===== src/rtl/tsol_pkg.sv =====
// ----------------------------------------------------------------------------
// tsol_pkg: shared types and codes for the transpose self-organizing list
// Command and status codes, field widths and stream word layouts.
// ----------------------------------------------------------------------------
package tsol_pkg;

    localparam int unsigned CMD_W    = 2;
    localparam int unsigned KEY_W    = 32;
    localparam int unsigned STATUS_W = 2;
    localparam int unsigned POS_W    = 4;
    localparam int unsigned COUNT_W  = 5;

    // input beat: cmd, key, zero pad to whole bytes
    localparam int unsigned IN_DATA_W  = 40;
    // output beat: status, found_position, entry_count, zero pad
    localparam int unsigned OUT_DATA_W = 16;

    typedef enum logic [CMD_W-1:0] {
        CMD_INSERT = 2'd0,
        CMD_REMOVE = 2'd1,
        CMD_SEARCH = 2'd2,
        CMD_NOP    = 2'd3
    } t_cmd;

    typedef enum logic [STATUS_W-1:0] {
        ST_DONE  = 2'd0,
        ST_FULL  = 2'd1,
        ST_EMPTY = 2'd2,
        ST_MISS  = 2'd3
    } t_status;

endpackage


===== src/rtl/tsol_ram.sv =====
// ----------------------------------------------------------------------------
// tsol_ram: generic simple dual-port RAM
// One write port and one read port, read data registered.
// ----------------------------------------------------------------------------
module tsol_ram #(
    parameter int unsigned WIDTH  = 32,
    parameter int unsigned DEPTH  = 16,
    parameter int unsigned ADDR_W = $clog2(DEPTH)
) (
    input  logic              i_clk,
    input  logic              i_we,
    input  logic [ADDR_W-1:0] i_waddr,
    input  logic [WIDTH-1:0]  i_wdata,
    input  logic [ADDR_W-1:0] i_raddr,
    output logic [WIDTH-1:0]  o_rdata
);

    logic [WIDTH-1:0] r_mem [DEPTH];
    logic [WIDTH-1:0] r_rdata;

    always_ff @(posedge i_clk) begin
        if (i_we) begin
            r_mem[i_waddr] <= i_wdata;
        end
        r_rdata <= r_mem[i_raddr];
    end

    assign o_rdata = r_rdata;

endmodule


===== src/rtl/transpose_self_organizing_list_core.sv =====
// ----------------------------------------------------------------------------
// transpose_self_organizing_list_core: list of keys with transpose-on-hit
// Array-backed ordered key list taking insert, remove and search commands.
// ----------------------------------------------------------------------------
// The list holds up to DEPTH 32-bit keys in a circular buffer inside one RAM:
// a head pointer marks position 0, so insert at the front only moves the head
// back one slot and writes the key, and remove from the back only shortens the
// list. A search walks the list from the head with one shared 32-bit equality
// compare: every position passes through a RAM read state, then a compare on
// the registered read data, and a hit at position 1 or later adds a swap state
// for the second write of the swap. One result beat comes out per command;
// the input is not ready while a command is in work or while a result beat
// waits on the output, so a new command is not taken before the last result
// beat has been accepted. Command code three is taken and answered with
// status done and no change to the list.
module transpose_self_organizing_list_core
    import tsol_pkg::*;
#(
    parameter int unsigned DEPTH = 16
) (
    input  logic                  i_clk,
    input  logic                  i_rst_n,
    // input stream
    input  logic                  i_s_axis_tvalid,
    output logic                  o_s_axis_tready,
    input  logic [IN_DATA_W-1:0]  i_s_axis_tdata,  // [1:0] cmd, [33:2] key, [39:34] zero
    // result stream
    output logic                  o_m_axis_tvalid,
    input  logic                  i_m_axis_tready,
    output logic [OUT_DATA_W-1:0] o_m_axis_tdata   // [1:0] status, [5:2] found_position,
                                                   // [10:6] entry_count, [15:11] zero
);

    localparam int unsigned AW = $clog2(DEPTH);
    localparam int unsigned LW = $clog2(DEPTH + 1);
    localparam logic [AW:0] DEPTH_A = (AW + 1)'(DEPTH);
    localparam logic [LW-1:0] DEPTH_L = LW'(DEPTH);

    typedef enum logic [1:0] {
        S_IDLE,
        S_READ,
        S_CMP,
        S_SWAP
    } t_state;

    t_state          r_state;
    logic [AW-1:0]   r_head;
    logic [LW-1:0]   r_len;
    logic [AW-1:0]   r_pos;
    logic [KEY_W-1:0] r_key;
    logic [KEY_W-1:0] r_prev;
    logic            r_head_hit;

    logic                r_ovalid;
    t_status             r_ostatus;
    logic [POS_W-1:0]    r_opos;
    logic [COUNT_W-1:0]  r_ocount;

    // input fields
    t_cmd              in_cmd;
    logic signed [KEY_W-1:0] in_key;
    logic              in_acc;

    assign in_cmd = t_cmd'(i_s_axis_tdata[CMD_W-1:0]);
    assign in_key = i_s_axis_tdata[CMD_W +: KEY_W];
    assign o_s_axis_tready = (r_state == S_IDLE) && !r_ovalid;
    assign in_acc = i_s_axis_tvalid && o_s_axis_tready;

    // shared position-to-slot adder
    logic [AW-1:0] pos_sel;
    logic [AW:0]   slot_sum;
    logic [AW-1:0] slot;
    logic [AW-1:0] head_dec;

    always_comb begin
        pos_sel = (r_state == S_CMP) ? r_pos - AW'(1) : r_pos;
        slot_sum = {1'b0, r_head} + {1'b0, pos_sel};
        if (slot_sum >= DEPTH_A) begin
            slot_sum = slot_sum - DEPTH_A;
        end
        slot = slot_sum[AW-1:0];
        head_dec = (r_head == '0) ? AW'(DEPTH - 1) : r_head - AW'(1);
    end

    // list storage
    logic              ram_we;
    logic [AW-1:0]     ram_waddr;
    logic [KEY_W-1:0]  ram_wdata;
    logic [KEY_W-1:0]  ram_rdata;
    logic              cmp_hit;
    logic              last_pos;

    assign cmp_hit  = (ram_rdata == r_key);
    assign last_pos = ({1'b0, r_pos} == (AW + 1)'(r_len - LW'(1)));

    always_comb begin
        ram_we    = 1'b0;
        ram_waddr = slot;
        ram_wdata = r_prev;
        case (r_state)
            S_IDLE: begin
                ram_waddr = head_dec;
                ram_wdata = in_key;
                ram_we    = in_acc && (in_cmd == CMD_INSERT) && (r_len != DEPTH_L);
            end
            S_CMP: begin
                // first half of the swap: hit moves one place forward
                ram_wdata = ram_rdata;
                ram_we    = (r_pos != '0) && cmp_hit;
            end
            S_SWAP: begin
                // second half: former predecessor moves back
                ram_wdata = r_prev;
                ram_we    = 1'b1;
            end
            default: begin
                ram_we = 1'b0;
            end
        endcase
    end

    tsol_ram #(
        .WIDTH (KEY_W),
        .DEPTH (DEPTH),
        .ADDR_W(AW)
    ) u_ram (
        .i_clk  (i_clk),
        .i_we   (ram_we),
        .i_waddr(ram_waddr),
        .i_wdata(ram_wdata),
        .i_raddr(slot),
        .o_rdata(ram_rdata)
    );

    // sequencer and result register
    always_ff @(posedge i_clk) begin
        if (!i_rst_n) begin
            r_state  <= S_IDLE;
            r_head   <= '0;
            r_len    <= '0;
            r_pos    <= '0;
            r_ovalid <= 1'b0;
        end else begin
            if (r_ovalid && i_m_axis_tready) begin
                r_ovalid <= 1'b0;
            end
            case (r_state)
                S_IDLE: begin
                    if (in_acc) begin
                        r_key  <= in_key;
                        r_opos <= '0;
                        case (in_cmd)
                            CMD_INSERT: begin
                                r_ovalid <= 1'b1;
                                if (r_len == DEPTH_L) begin
                                    r_ostatus <= ST_FULL;
                                    r_ocount  <= COUNT_W'(r_len);
                                end else begin
                                    r_head    <= head_dec;
                                    r_len     <= r_len + LW'(1);
                                    r_ostatus <= ST_DONE;
                                    r_ocount  <= COUNT_W'(r_len + LW'(1));
                                end
                            end
                            CMD_REMOVE: begin
                                r_ovalid <= 1'b1;
                                if (r_len == '0) begin
                                    r_ostatus <= ST_EMPTY;
                                    r_ocount  <= '0;
                                end else begin
                                    r_len     <= r_len - LW'(1);
                                    r_ostatus <= ST_DONE;
                                    r_ocount  <= COUNT_W'(r_len - LW'(1));
                                end
                            end
                            CMD_SEARCH: begin
                                r_ocount <= COUNT_W'(r_len);
                                if (r_len == '0) begin
                                    r_ovalid  <= 1'b1;
                                    r_ostatus <= ST_EMPTY;
                                end else begin
                                    r_pos   <= '0;
                                    r_state <= S_READ;
                                end
                            end
                            default: begin
                                r_ovalid  <= 1'b1;
                                r_ostatus <= ST_DONE;
                                r_ocount  <= COUNT_W'(r_len);
                            end
                        endcase
                    end
                end
                S_READ: begin
                    r_state <= S_CMP;
                end
                S_CMP: begin
                    if (r_pos == '0) begin
                        // remember head compare, resolve it only if nothing later hits
                        r_head_hit <= cmp_hit;
                        r_prev     <= ram_rdata;
                        if (last_pos) begin
                            r_ovalid  <= 1'b1;
                            r_ostatus <= cmp_hit ? ST_DONE : ST_MISS;
                            r_state   <= S_IDLE;
                        end else begin
                            r_pos   <= r_pos + AW'(1);
                            r_state <= S_READ;
                        end
                    end else if (cmp_hit) begin
                        r_state <= S_SWAP;
                    end else begin
                        r_prev <= ram_rdata;
                        if (last_pos) begin
                            r_ovalid  <= 1'b1;
                            r_ostatus <= r_head_hit ? ST_DONE : ST_MISS;
                            r_state   <= S_IDLE;
                        end else begin
                            r_pos   <= r_pos + AW'(1);
                            r_state <= S_READ;
                        end
                    end
                end
                S_SWAP: begin
                    r_ovalid  <= 1'b1;
                    r_ostatus <= ST_DONE;
                    r_opos    <= POS_W'(r_pos);
                    r_state   <= S_IDLE;
                end
                default: begin
                    r_state <= S_IDLE;
                end
            endcase
        end
    end

    assign o_m_axis_tvalid = r_ovalid;
    assign o_m_axis_tdata  = {(OUT_DATA_W - STATUS_W - POS_W - COUNT_W)'(0),
                              r_ocount, r_opos, r_ostatus};

endmodule

===== config.mk =====
export PLATFORM = sky130hd
export DESIGN_NAME = transpose_self_organizing_list_core
export DESIGN_NICKNAME = d
export VERILOG_FILES = /design/src/rtl/tsol_pkg.sv /design/src/rtl/tsol_ram.sv /design/src/rtl/transpose_self_organizing_list_core.sv
export SDC_FILE = /design/constraint.sdc
export NUM_CORES = 1
export LEC_CHECK = 0
export ABC_AREA = 1
export BUFFER_PORTS_ARGS = -buffer_cell sky130_fd_sc_hd__buf_2
export CORE_MARGIN = 4
export CORE_UTILIZATION = 56
export DETAILED_ROUTE_END_ITERATION = 8
export PLACE_DENSITY = 0.74
export SYNTH_ARGS = -nofsm -noshare
export SYNTH_HDL_FRONTEND = slang
export SYNTH_SLANG_ARGS = --single-unit

===== constraint.sdc =====
create_clock -name i_clk -period 4.6 [get_ports i_clk]
set_input_delay 0.69 -clock i_clk [delete_from_list [all_inputs] [get_ports i_clk]]
set_output_delay 0.69 -clock i_clk [all_outputs]
set_load 0.01 [all_outputs]

After elaboration in Yosys (flattened, before gate mapping)
Memories as Yosys holds them, arrays and structs flattened. A register that Yosys moved wholly into a read port is not among the register bits.
Index checks and enable logic that the tools add are counted.

word-level totals
  input bits = 44
  logic and storage cells = 115
  memories kept = 1
  memory bits (writable) = 512
  bits in registers = 92

memories
  name         depth  bits a word  rd ports  clocked after memory_dff  write ports  RTL line        RTL
  u_ram.r_mem  16     32           1         1                         1            tsol_ram.sv:18  logic [WIDTH-1:0] r_mem [DEPTH];

cells by class
  add/sub/neg operators = 7
  muxes and demuxes = 51
  reduce and logical (&&, ||, !) cells = 26
  $lt $le $gt $ge = 1
  bitwise gates (word level) = 1
  eq/ne operators = 17

operator list
  kind                                              count
  two-way mux 32 bit                                2
  one-hot mux 32 bit (2 select lines)               1
  two-way mux 4 bit                                 11
  == test 32 bit                                    1
  two-way mux 2 bit                                 14
  one-hot mux 5 bit (2 select lines)                2
  one-hot mux 4 bit (2 select lines)                2
  two-way mux 5 bit                                 3
  AND reduction 3 bit                               5
  one-hot mux 2 bit (3 select lines)                2
  subtractor 4 x 1 -> 4 bit, second input constant  3
  two-way mux 1 bit                                 11
  zero test 4 bit                                   2
  != test 2 bit, second input constant              4
  one-hot mux 2 bit (4 select lines)                1
  AND reduction 4 bit                               2
  == test 2 bit, second input constant              3
  logical AND 1 bit                                 6
  one-hot mux 1 bit (3 select lines)                2
  AND reduction 6 bit                               1
  nonzero test 2 bit                                3
  adder 4 x 4 -> 5 bit                              1
  adder 5 x 1 -> 5 bit, second input constant       1
  == test 4 x 5 -> 1 bit                            1
  16 further kinds                                  19

Longest topological paths before layout
Gate-level depths: netlist of run 1.

  depth after elaboration = 8
  gate-level depth with buffers = 17
  depth with buffers taken out = 17

By module
From an unflattened synthesis of run 1, not the netlist that was laid out.

unflattened totals
  cells, all modules = 2,660
  area total of the unflattened synthesis = 27,681.5 um^2

modules (own cells, without submodules)
  module                               cells each  seq. area each (um^2)  area each (um^2)  instances
  tsol_ram                             2,122       16,015.4               22,745.6          1
  transpose_self_organizing_list_core  538         2,602.5                4,936.0           1

Least setup slack after synthesis of run 1
OpenSTA, ideal clock, no wires.

  kind = reg-to-reg
  from = register r_state[1]
  to = memory u_ram.r_mem[12][0], enable pin
  clock period less this slack = 4,538 ps
  arrival time = 4,117 ps
  stages on the path, launching flop included = 16
  setup time = 421 ps
  buffers on the path = 2
  slack = 62 ps
  cells stage by stage = dfxtp_1 -> inv_2 -> nor2_8 -> buf_1 -> ha_1 -> inv_1 -> ha_1 -> inv_1 -> fa_1 -> inv_2 -> buf_2 -> o21ai_0 -> inv_1 -> nor2_1 -> nand2_1 -> nor2_1

on the way
  cells in the longest elaborated chain, start to end = 8

RTL lines
  element                                                                       RTL line                                    RTL
  start, declared                                                               transpose_self_organizing_list_core.sv:46   t_state r_state;
  start signal, assigned                                                        transpose_self_organizing_list_core.sv:138  r_state <= S_IDLE;
  start signal, assigned                                                        transpose_self_organizing_list_core.sv:183  r_state <= S_READ;
  start signal, assigned                                                        transpose_self_organizing_list_core.sv:195  r_state <= S_CMP;
  parallel branches: the longest is 8 deep, another holds adder 4 x 4 -> 5 bit  --
  end, declared                                                                 tsol_ram.sv:18

Several ways; the timed one is not identified.

Worst setup path after layout of run 1
  from = register r_state[1]
  to = memory u_ram.r_mem[8][16], enable pin

Same word-level chain as after synthesis.

==> flow_summary_export.csv, run 1 <==
group,metric,value,unit
cts,post_cts_resized,0,
synth,synth_cell_type_count,37,
global_routing,grt_pass1_wl,89300,µm
power_and_ir_drop,power_leakage,0.0102,µW
setup_path,cp_slowest_stage_delay,0.83,ns
power_and_ir_drop,clkPwrFrac,37.3,%
power_and_ir_drop,ir_worst_vdd,318,µV
timing,fin_crit,4.04,ns
die,die_height,223,µm
cts,cts.sinks,636,
cts,hold_buffers,0,
setup_path,critPathSlowestCell,"fa_4",
cts,root_buffer,"clkbuf_16",
die,fp.dieArea,0.0499,mm²
setup_path,endpoint,"u_ram.r_mem[8][16]$_DFFE_PP_",
synth,synth-edff-count,588,
power_and_ir_drop,p_seq_share,51.5,%
setup_path,path_cells,"inv_2 -> nor2_8 -> ha_1 -> inv_1 -> ha_4 -> inv_1 -> fa_4 -> clkinv_2 -> o21ai_0 -> inv_1 -> nor2_1 -> nand2_1 -> nor2_4 -> buf_12",
timing,slew_viol_final,0,
die,rows,78,
placed_design,dpl_cell_area,0.0272,mm²
setup_path,worstReg2RegStart,"r_state[1]$_SDFFE_PN0P_",
die,die_x,223,µm
placed_design,port-buffer-count,50,
power_and_ir_drop,intPower,9850,µW
setup_path,worstSetupStartpoint,"r_state[1]$_SDFFE_PN0P_",
timing,worst_slew_pin_slew,1.02,ns
cts,path_clk_slew,0.06,ns
cts,cts_max_level,2,
cells_and_area,nNetsFinal,2127,
timing,fin_setup_tns,0,ns
placed_design,gp_congestion,0.908,
setup_path,cp_common_cell,"inv_1",
timing,fin_skew,0.0192,ns
cells_and_area,diodes,0,
cells_and_area,nFillCells,3238,
power_and_ir_drop,combPwrFrac,11.3,%
setup_path,cp_data_required_time,4.90,ns
synth,syn-cell-area,0.0260,mm²
route,wirelength,59100,µm
route,vias_per_cell,5.84,
cts,cts_buffer_depth,3,
route,drtAntennaViolNets,0,
synth,synth_flop_cell,"edfxtp_1",
flow_run,maxCapViolations,0,
global_routing,gr-usage-all-layers,23.3,%
setup_path,crit_type,"reg -> reg",
placed_design,pre_cts_ws,0.623,ns
setup_path,r2r_setup_slack,0.56,ns
timing,setup_viol,0,
min_path,hold_class,"in -> reg",
cells_and_area,area_growth,12.0,%
setup_path,r2r_cells,14,
cells_and_area,drive_gt1_share,11.1,%
timing,post-route-period-util,87.8,%
cts,post-cts-setup-buffers,0,
timing,worst_slack,0.559,ns
synth,ys_ff_latch,636,
global_routing,grt_pass1_vias,15552,
setup_path,timing.rr.end,"u_ram.r_mem[8][16]$_DFFE_PP_",
global_routing,antenna_found_initial,0,
outcome,outcome,"finished, final reports clean",
power_and_ir_drop,swShare,24.4,%
timing,clock.fmax,247,MHz
setup_path,cp_data_arrival_time,4.34,ns
route,drt_iter0_drc,1933,
cts,clock_latency,0.62,ns
die,core-area,0.0457,mm²
setup_path,end_kind,"flip-flop",
placed_design,hpwl,32500,µm
cts,tritoncts,"yes",
route,drc_errors,0,
cells_and_area,final_area,0.0291,mm²
timing,grt_setup_unrepaired,"false",
setup_path,crit_fanout,23,
global_routing,grt_max_degree,169,
timing,relSlewSlack,31.6,%
die,start_util,56.9,%
synth,synth_area_per_cell,13.0,µm²
route,drt_pass1_iterations,6,
power_and_ir_drop,power.switching,3180,µW
power_and_ir_drop,power_density,448,mW/mm²
synth,yosysWarnings,0,
die,pin_count,62,
cts,numCtsBuffers,59,
global_routing,grt-ovfl-total,0,
timing,hold_viol_final,0,
route,num_vias,15902,
synth,ys_seq_area_share,71.6,%
synth,syn_inst,2005,
synth,async_flop_share,0,%
setup_path,start_kind,"flip-flop",
route,wl_per_cell,21.7,µm
==> logic make-up after synthesis <==
group | synth area share [%]
AOI/OAI and AO/OA | 11.0
xor gates and xnor gates | 1.04
adders and majority gates | 0.606
buffers and inverters | 5.05
DFF | 71.6
muxes | 4.93
other | 0.0144
and+or+nand+nor | 5.71
==> through the flow <==
| stage | util, % | total power [µW] | hold slack [ns] | instances |
|---|---|---|---|---|
| finish | 63.7 | 13000 | 0.267 | 2721 |
| global route | 63.7 | 13500 | 0.246 | 2721 |
| CTS | 63.7 | 13100 | 0.235 | 2721 |
| detailed placement | 59.5 | 8270 | 0.443 | 2610 |
| global placement | 59.5 | 8220 | 0.439 | 2610 |
| floorplan | - | 7800 | 0.430 | 2009 |
==> flip-flops by register name, indices dropped and copies added (netlist names), 2 cells and up <==
name	flops
r_ocount	5
r_len	5
r_opos	4
r_pos	4
r_ostatus	2
r_prev	32
r_state	2
u_ram.o_rdata	32
u_ram.r_mem	512
r_key	32
r_head	4
==> synthesized netlist by cell type, types with 4 or more instances <==
master,count,area [µm²]
a211oi_1,6,45.0
a21oi_1,175,876
a22oi_1,9,67.6
a31oi_1,36,225
buf_1,13,48.8
buf_2,19,95.1
buf_4,21,158
buf_6,5,56.3
clkbuf_1,51,191
dfxtp_1,48,961
edfxtp_1,588,17700
ha_1,11,138
inv_1,196,736
inv_2,5,18.8
mux2i_1,128,1280
nand2_1,252,946
nand3_1,36,180
nor2_1,62,233
nor2_2,5,31.3
nor3_1,4,20.0
o211ai_1,71,533
o21ai_0,213,1070
xnor2_1,23,201
xor2_1,8,70.1
==> per-layer routing <==
layer / wire length [µm] / global-route usage, % / vias up
li1: - / - / 7351
met1: 23500 / 30.5 / 7737
met2: 28900 / 39.1 / 696
met3: 4890 / 4.24 / 118
met4: 1800 / 8.75 / 0
met5: 0 / 0 / -
==> worst max-delay path: cells and delay by family (launching register included) <==
family                     cells  cell delay [ns]
AOI/OAI and AO/OA              1             0.35
adders and majority gates      3             1.24
buffers and inverters          6             0.70
DFF                            1             0.43
and+or+nand+nor                4             0.98
==> power groups by stage <==
stage | Sequential (µW) | Combinational (µW) | Clock, µW
floorplan | 6790 | 1010 | 0
detailed placement | 6830 | 1440 | 0
CTS | 6710 | 1450 | 4910
global route | 6720 | 1610 | 5170
global placement | 6820 | 1400 | 0
finish | 6710 | 1470 | 4860
==> final cells by class <==
type                    count  area [µm²]  share of cell area, %
clock buffers              78        1620                   5.56
inverters                 202         759                   2.61
multi-input cells        1061        6240                   21.4
flip-flops and latches    636       18600                   64.0
well taps                 600         751                   2.58
clock inverters            33         327                   1.12
repair buffers            111         796                   2.73
==> layout by cell type (no fill, tap or decap), types with 36 or more instances in the layout <==
cell	netlist	routed
mux2i_1	128	128
nor2_1	62	45
nand2_1	252	252
edfxtp_1	588	588
buf_4	21	54
o21ai_0	213	213
dfxtp_1	48	47
buf_2	19	50
inv_1	196	196
a31oi_1	36	36
o211ai_1	71	71
nand3_1	36	36
a21oi_1	175	175
clkbuf_16	0	60
==> worst min path at each step <==
stage                     cells past startpoint                 startpoint                    to
after CTS                                     1         i_s_axis_tdata[24]   r_key[22]$_DFFE_PP_
after detailed placement                      0  u_ram.o_rdata[27]$_DFF_P_  r_prev[27]$_DFFE_PP_
after floorplan                               0   u_ram.o_rdata[1]$_DFF_P_   r_prev[1]$_DFFE_PP_
after global placement                        0   u_ram.o_rdata[1]$_DFF_P_   r_prev[1]$_DFFE_PP_
final                                         1         i_s_axis_tdata[24]   r_key[22]$_DFFE_PP_
after global routing                          1         i_s_axis_tdata[24]   r_key[22]$_DFFE_PP_
Note: power is estimated with default switching activity, not from simulation.
==> run 2: changes to the inputs <==
- CORE_ASPECT_RATIO: default -> 0.6
==> run 2 against run 1 <==
  * Critical path depth up 4
  * Clock skew up 0.0033 ns
  * Sequential cell count unchanged
  * Worst setup slack worse by 0.21 ns
  * Total power down 2.1%
  * Clock power down 5.8%
  * Combinational power about the same
  * Utilization about the same
  * First-iteration DRC count down 0.93%
  * Cell area down 0.65%
  * Non-clock buffer count down 5
  * Cell count up 0.26%
  * Critical path type unchanged
  * Largest cell class unchanged
  * Largest power group unchanged
==> flow_summary_export.csv, run 2 (synthesis results as in run 1) <==
group,metric,value,unit
outcome,outcome,"finished, final reports clean",
placed_design,gp_congestion,0.842,
route,drt_pass1_iterations,6,
placed_design,dp.cells,2625,
setup_path,start_kind,"flip-flop",
route,num_vias,15977,
timing,fin_crit,4.25,ns
power_and_ir_drop,power_leakage,0.0100,µW
timing,post-route-period-util,92.4,%
cts,cts.sinks,636,
cells_and_area,nNetsFinal,2118,
route,wl_per_cell,22.4,µm
global_routing,grt-ovfl-total,0,
cells_and_area,largest_reg_flops,512,
setup_path,r2r_setup_slack,0.35,ns
timing,relSlewSlack,0.684,%
route,drt_iter0_drc,1915,
global_routing,antenna_found_initial,0,
timing,slew_viol_final,0,
cts,tritoncts,"yes",
die,core-area,0.0453,mm²
route,drc_errors,0,
setup_path,r2r_cells,18,
timing,fin_skew,0.0225,ns
cells_and_area,regMostFlops,"u_ram.r_mem",
cells_and_area,final_common_cell,"edfxtp_1",
die,fp.dieArea,0.0500,mm²
flow_run,maxCapViolations,0,
cells_and_area,instances_no_fill,2728,
placed_design,hpwl,34100,µm
global_routing,grt_max_degree,229,
cts,cts_max_level,2,
die,die_height,175,µm
timing,hold_viol_final,0,
setup_path,cp_data_required_time,4.83,ns
global_routing,gr-usage-all-layers,23.9,%
cells_and_area,nFillCells,3321,
die,rows,60,
cts,post_cts_resized,0,
route,drtAntennaViolNets,0,
cells_and_area,area_growth,11.3,%
setup_path,end_kind,"flip-flop",
timing,clock.fmax,235,MHz
route,vias_per_cell,5.86,
cells_and_area,final_cell_mix,"edfxtp_1, nand2_1, o21ai_0, inv_1, a21oi_1",
cells_and_area,diodes,0,
cts,hold_buffers,0,
die,start_util,57.3,%
setup_path,crit_type,"reg -> reg",
power_and_ir_drop,power_density,441,mW/mm²
die,pin_count,62,
die,die_x,286,µm
cells_and_area,drive_gt1_share,10.3,%
cts,cts_buffer_depth,3,
placed_design,port-buffer-count,50,
global_routing,grt_pass1_wl,91000,µm
timing,worst_slew_pin_slew,1.49,ns
cts,numCtsBuffers,55,
min_path,hold_class,"in -> reg",
timing,grt_setup_unrepaired,"false",
timing,setup_viol,0,
cts,root_buffer,"clkbuf_16",
min_path,holdPathStages,1,
cts,post-cts-setup-buffers,0,
timing,fin_setup_tns,0,ns
setup_path,crit_fanout,23,
cts,path_clk_slew,0.07,ns
timing,hold_slack,0.280,ns
cts,clock_latency,0.61,ns
route,wirelength,61000,µm
global_routing,grt_pass1_vias,14893,
setup_path,cp_data_arrival_time,4.49,ns
power_and_ir_drop,ir_worst_vdd,286,µV
run 2: final cells by class:
class	count	area (µm²)	share of cell area (%)
sequential	636	18600	64.4
multi-input combinational	1061	6240	21.6
clock buffer	79	1540	5.32
tap	620	776	2.68
inverter	202	761	2.63
timing repair buffer	106	758	2.62
clock inverter	24	229	0.792
run 2: final timing paths:
check / to / from
worst max-delay path: u_ram.r_mem[15][3]$_DFFE_PP_ / r_state[1]$_SDFFE_PN0P_
worst min-delay path: r_key[1]$_DFFE_PP_ / i_s_axis_tdata[3]
worst max register to register: u_ram.r_mem[15][3]$_DFFE_PP_ / r_state[1]$_SDFFE_PN0P_
worst min register to register: r_prev[22]$_DFFE_PP_ / u_ram.o_rdata[22]$_DFF_P_
run 2: layer usage:
metal  share of wire, %  wire length, µm  GRT usage [%]  vias up
met5                  0                0              0        -
met4                1.8             1090           4.49        0
met3                9.0             5460           4.03      101
met2                 46            28000           38.0      702
met1                 43            26400           35.7     7849
li1                   -                -              -     7325
run 2: metrics by stage:
stage	cell area [µm²]	utilization [%]	setup slack, ns	power, µW
global placement	27200	59.9	0.536	8230
CTS	28900	63.8	0.363	12800
finish	28900	63.8	0.349	12800
floorplan	26000	-	0.0616	7800
global route	28900	63.8	0.0945	13200
detailed placement	27200	59.9	0.431	8280
run 2: critical path, cell delays in order, from the launching register on:
cell	delay, ns
dfxtp_1	0.47
inv_2	0.14
nor2_8	0.19
buf_4	0.39
nand2_1	0.11
xor2_1	0.16
ha_1	0.35
nand2_1	0.08
nand2_1	0.06
a31oi_1	0.23
inv_1	0.07
nand2_1	0.08
nand2_2	0.08
nand2_1	0.06
nand2_1	0.13
nor2_2	0.21
nand2_1	0.13
nor2_4	0.38
buf_4	0.49
run 2: power by group:
group	switching, µW	total (µW)	internal (µW)	leakage (µW)
combinational	1020	1480	456	0.00348
sequential	121	6710	6590	0.00571
clock	2030	4580	2550	0.000859
